`config.mk`:
```
export PLATFORM = sky130hd
export DESIGN_NAME = lifegrid_next_row
export DESIGN_NICKNAME = d
export VERILOG_FILES = /design/src/sv/lifegrid_pkg.sv /design/src/sv/lifegrid_next_row.sv
export SDC_FILE = /design/constraint.sdc
export NUM_CORES = 2
export LEC_CHECK = 0
export BUFFER_PORTS_ARGS = -buffer_cell sky130_fd_sc_hd__buf_2
export CAP_MARGIN = 20
export CORE_AREA = 2 2 309 372
export DETAILED_ROUTE_END_ITERATION = 8
export DIE_AREA = 0 0 311 374
export PLACE_DENSITY = 0.8
export SLEW_MARGIN = 20
export SYNTH_ARGS = -nofsm -noshare
export SYNTH_HDL_FRONTEND = slang
export SYNTH_SLANG_ARGS = --single-unit
```
`constraint.sdc`:
```
create_clock -name vclk -period 3.3
set_input_delay 0 -clock vclk [all_inputs]
set_output_delay 0 -clock vclk [all_outputs]
set_load 0.01 [all_outputs]
```
`src/sv/lifegrid_pkg.sv`:
```
package lifegrid_pkg;

    // operation codes carried in the input tuser field
    localparam logic [1:0] OP_WRITE   = 2'd0;
    localparam logic [1:0] OP_READ    = 2'd1;
    localparam logic [1:0] OP_ADVANCE = 2'd2;

    // configuration register indexes
    localparam logic [1:0] CFG_SURVIVE_MIN = 2'd0;
    localparam logic [1:0] CFG_SURVIVE_MAX = 2'd1;
    localparam logic [1:0] CFG_BIRTH_MIN   = 2'd2;
    localparam logic [1:0] CFG_BIRTH_MAX   = 2'd3;

    // rule register reset values (B3/S23)
    localparam logic [3:0] RST_SURVIVE_MIN = 4'd2;
    localparam logic [3:0] RST_SURVIVE_MAX = 4'd3;
    localparam logic [3:0] RST_BIRTH_MIN   = 4'd3;
    localparam logic [3:0] RST_BIRTH_MAX   = 4'd3;

    // neighbor count ranges of the rule
    typedef struct packed {
        logic [3:0] survive_min;
        logic [3:0] survive_max;
        logic [3:0] birth_min;
        logic [3:0] birth_max;
    } t_rule;

    // sequencer states
    typedef enum logic [4:0] {
        ST_CLEAR   = 5'b00001,
        ST_IDLE    = 5'b00010,
        ST_ACCESS  = 5'b00100,
        ST_ADVANCE = 5'b01000,
        ST_REPORT  = 5'b10000
    } t_state;

endpackage

```
`src/sv/lifegrid_next_row.sv`:
```
module lifegrid_next_row
    import lifegrid_pkg::*;
#(
    parameter int COLS = 128
) (
    input  t_rule           i_rule,
    input  logic [COLS-1:0] i_up,
    input  logic [COLS-1:0] i_mid,
    input  logic [COLS-1:0] i_down,
    output logic [COLS-1:0] o_next
);

    // dead cells beyond both edges
    logic [COLS+1:0] p_up;
    logic [COLS+1:0] p_mid;
    logic [COLS+1:0] p_down;

    assign p_up   = {1'b0, i_up, 1'b0};
    assign p_mid  = {1'b0, i_mid, 1'b0};
    assign p_down = {1'b0, i_down, 1'b0};

    // one lane per column: neighbor count and rule
    for (genvar c = 0; c < COLS; c++) begin : g_lane
        logic [3:0] count;
        logic       alive;

        assign count = 4'(p_up[c]) + 4'(p_up[c+1]) + 4'(p_up[c+2])
                     + 4'(p_mid[c]) + 4'(p_mid[c+2])
                     + 4'(p_down[c]) + 4'(p_down[c+1]) + 4'(p_down[c+2]);
        assign alive = p_mid[c+1];

        assign o_next[c] = alive
            ? ((count >= i_rule.survive_min) && (count <= i_rule.survive_max))
            : ((count >= i_rule.birth_min) && (count <= i_rule.birth_max));
    end

endmodule

```
-- Yosys cells after proc, flatten, opt, wreduce, memory -nomap -nowiden
Cells that the tools add are included.
W data, S select, Z words.
- flip-flop bits (word level): 0
- output and inout bits: 128
- add/sub/neg operators: 889
- $lt $le $gt $ge: 512
- multiplexer cells: 128
- reductions and logical operators: 256
- operators with widths (kind ; count):
    $add A4 B1 Y4 ; 508
    $ge A4 B4 Y1 ; 256
    $le A4 B4 Y1 ; 256
    $add A3 B1 Y4 ; 127
    $add A2 B1 Y3 ; 127
    $logic_and A1 B1 Y1 ; 256
    $add A1 B1 Y2 ; 127
    $mux W1 ; 128

-- Depth between registers and ports, before layout
- word-level depth: 10
- depth in mapped cells: 13

-- Worst setup path before layout
Ideal clock, no wire load.
- kind: input to output
- from: input i_rule[1] in the netlist's numbering
- to: output o_next[105]
- arrival time: 3.504 ns
- required time: 3.300 ns
- setup slack: -0.204 ns
- stages: 6
- path buffers: 0
- cells stage by stage: inv_1 > ha_1 > nor2b_1 > o21ai_0 > a21oi_1 > o32ai_1
- longest elaborated chain between the ends: 3
- RTL lines (item ; RTL line ; RTL):
    start: declaration ; lifegrid_next_row.sv:6 ; input t_rule i_rule,
    $le A4 B4 Y1 ; lifegrid_next_row.sv:34 ; : ((count >= i_rule.birth_min) && (count <= i_rule.birth_max));
    $logic_and A1 B1 Y1 ; lifegrid_next_row.sv:34 ;
    $mux W1 ; lifegrid_next_row.sv:33 ; ? ((count >= i_rule.survive_min) && (count <= i_rule.survive_max))
    end: declaration ; lifegrid_next_row.sv:10 ; output logic [COLS-1:0] o_next
No other way between the ends.

-- Worst setup path after layout
- from: input i_up[18]
- to: output o_next[19]
- longest elaborated chain between the ends: 10
- elaborated cells on any way between the ends: 14
- those cells by class: add/sub: 7; order compare: 4; mux: 1; reduce/logical: 2
- RTL lines (item ; RTL line ; RTL):
    start: declaration ; lifegrid_next_row.sv:7 ; input logic [COLS-1:0] i_up,
    $add A1 B1 Y2 (*) ; lifegrid_next_row.sv:27 ; assign count = 4'(p_up[c]) + 4'(p_up[c+1]) + 4'(p_up[c+2])
    $add A2 B1 Y3 (*) ; lifegrid_next_row.sv:27 ;
    $add A3 B1 Y4 (*) ; lifegrid_next_row.sv:28 ; + 4'(p_mid[c]) + 4'(p_mid[c+2])
    $add A4 B1 Y4 (*) ; lifegrid_next_row.sv:28 ;
    $add A4 B1 Y4 (*) (3 in a row) ; lifegrid_next_row.sv:29 ; + 4'(p_down[c]) + 4'(p_down[c+1]) + 4'(p_down[c+2]);
    $ge A4 B4 Y1, or another cell as far along ; lifegrid_next_row.sv:34 ;
    $logic_and A1 B1 Y1, on equally long branches ; lifegrid_next_row.sv:34, lifegrid_next_row.sv:33 ;
    $mux W1 (*) ; lifegrid_next_row.sv:33 ;
Mark *: on every way between the ends. The rest lies on a longest branch, timed or not.

==> results list <==
- Run status: finished with violations
- Violations in the final reports: DRC, setup timing
- CP required: 3.30 ns
- Vias per cell: 6.970
- Synth area leader: ha_1
* Overall die area: 0.1163 mm2
- Row generation in the floorplan step produced 135 rows.
* Average size of a mapped cell: 9.115 um2
* Final setup margin: -1.538 ns
- Count leader, synth: ha_1
- Critical-path cell with the highest stage delay: fa_1
* Port buffer count: 528
- The routed design could run at a clock period as short as 4.838 ns.
- The hold violation total from the final report was 0.
- Count of non-filler cells in the finished layout: 9966
* Relative slew slack: 0.1217
* Top-Level Pins: 528
* Number of stages on the worst hold path: 3
- By area the synthesized netlist is led by ha_1 47%, fa_1 16%, inv_1 8.7%.
- The kind of cell with the highest combined delay along the critical path is adder cells.
* Critical setup path kind: in2out
- Detail Route Antenna Nets: 0
* Overall overflow remaining after global route: 0
- Critical path buffer and inverter count: 4
* Hold Crit Start: i_mid[80]
- RSZ-0062 raised after global routing: yes
- HPWL after detailed placement: 159.3 mm
- Gr usage total: 0.3810
- During synthesis, Yosys emitted a total of 0 warnings.
* Gate Count Post-Synth: 7127
- Max Transition Viols Final: 0
- Cells traversed along the worst timing path: buf_6, inv_4, fa_1, fa_1, fa_1, inv_2, ha_4, fa_2, ha_1, a21oi_2, o221ai_2, a21oi_1, a32o_2, buf_6
- Overall die height: 374 um
- In this run the worst path has a maximum fanout of 4.
- The min-delay analysis places its worst path in the category in2out.
* Count of hold-fix buffers inserted at cts: 0
- Kind of capture point of the worst setup path: primary output
* Tightest Pin Transition: 1.317 ns
- Max-cap violations: 0
* Fraction of final layout cells sized beyond drive strength 1: 0.3473
* Worst endpoint data arrival time: 4.84 ns
- Sequential cells placed in the final layout were counted as 0.
- In this run, the number of DRC markers left after iteration 0 of detailed routing was 7350.
* Count of TritonRoute iterations in the first routing pass: 9
- Placeable core region: 0.1125 mm2
* Total power per unit cell area: 550.2 mW/mm2
* Placed insts: 9910
- CP Depth: 14
* Area growth from synthesis to layout: 31.88%
* Pwr Total: 47140 uW
* Average wire length per cell after detail routing: 28.02 um
- Post-Synthesis Cell Area: 0.06497 mm2
* Core utilization of the finished layout: 0.7616
- Top cells by count, synth: 2420 x ha_1, 1501 x inv_1, 508 x fa_1
- Based on the critical path, the design can be clocked at up to 0.2067 GHz.
* Launching instance or port of the critical path: i_up[18]
- In this design, the critical path's most frequently occurring cell is fa_1.
* Final period util: 1.466
* Placer Congestion: 0.9278
- Synthesis produced a netlist with a net count of 10.46k.
- Kind of launch point of the worst setup path: input pin
- Effective utilization at floorplan: 0.5775
- Setup violations remaining at the end of the flow were counted as 125.
- The synthesized netlist contains 31 unique library cells.
- Antenna violations before repair: 39
* Post-layout instance area: 0.08568 mm2
- The largest single stage delay on the critical path is 0.85 ns.
* Detailed-route via count: 69.46k
- Entering global routing, the biggest net connects 129 pins.
* Global-route wire length before repair: 359.9 mm
* Vias in the first global route: 70.35k
- In the routed design, unresolved DRC markers number 20.
* Sequential cell area in the final layout: 0 um2
* Chip Width: 311 um
- IR analysis of the VDD net gives a maximum drop of 0.0004140 V.
- Layout net count: 11.77k
- Post-Route WL: 279.3 mm
- For this run, the register share of the synthesized area comes to 0.
* Fraction of post-synthesis cell area in the top cell type by area: 0.4661
- In this run the static leakage power is 0.04347 uW.
* # clk buffers: 0
* Standard cell area after detailed placement: 0.07561 mm2
==> kinds of logic (layout without fill, tap and decap cells) <==
logic type / Yosys count / after routing / share of synthesized area
xor gates and xnor gates: 126 / 126 / 0.01699
and+or+nand+nor: 776 / 776 / 0.08347
buffers and inverters: 1501 / 2813 / 0.08672
other: 0 / 20 / 0
adders and majority gates: 2928 / 2928 / 0.6226
AOI/OAI and AO/OA: 1796 / 1796 / 0.1902
==> placed cells by master, fill, tap and decap left out, drive strengths merged <==
cell type / n
nand4: 112
and4: 2
o22a: 14
ha: 2420
a211oi: 268
nor2b: 132
o32ai: 2
nor4b: 1
o21a: 8
a31oi: 4
xor2: 125
a21o: 2
nand3: 234
inv: 1491
clkinvlp: 10
o21ai: 272
nand2: 28
a32o: 124
fa: 508
clkbuf: 1
buf: 1311
o21bai: 248
and4b: 2
nor2: 6
a21oi: 490
diode: 20
o22ai: 248
a22o: 2
nand2b: 256
xnor2: 1
o221ai: 110
nor4: 3
a211o: 4
==> worst paths after layout <==
kind | slack [ns] | to
max | -1.54 | o_next[19]
min | 0.31 | o_next[80]
==> metal layers <==
metal / vias to the layer above / routed length [um] / share of wire / track usage
met3: 3041 / 37220 / 0.13 / 0.09207
met1: 32170 / 89500 / 0.32 / 0.4181
met5: - / 612 / 0.0022 / 0.0008264
li1: 28470 / - / - / -
met2: 5733 / 119400 / 0.43 / 0.6369
met4: 48 / 32570 / 0.12 / 0.2883
==> cell type report <==
class              instances  area, um2
multi-input cells       5626      67180
fillers                 6290      26820
repair buffers          1312      10570
inverters               1501       5992
well taps               1507       1886
diodes                    20      50.05
==> where the power goes <==
part	total (uW)	internal, uW	switching, uW
Combinational	47100	21600	25500
Sequential	0	0	0
Clock	0.00128	0.00128	0
==> repair_timing <==
item	CTS	global route
gates resized for setup	1318	821
pin swaps	845	670
buffers inserted	46	41
endpoints found under the setup margin	126	126
==> through the flow <==
stage | setup slack (ns) | TNS, ns | hold WS, ns
floorplan | 0.008171 | 0 | 0.1075
global placement | -0.5914 | -40.49 | 0.3638
detailed placement | -0.6464 | -50.64 | 0.3644
CTS | -0.3468 | -29.39 | 0.3300
global route | -1.396 | -58.77 | 0.3164
finish | -1.538 | -49.95 | 0.3135
Power figures use the tool's default switching activity.
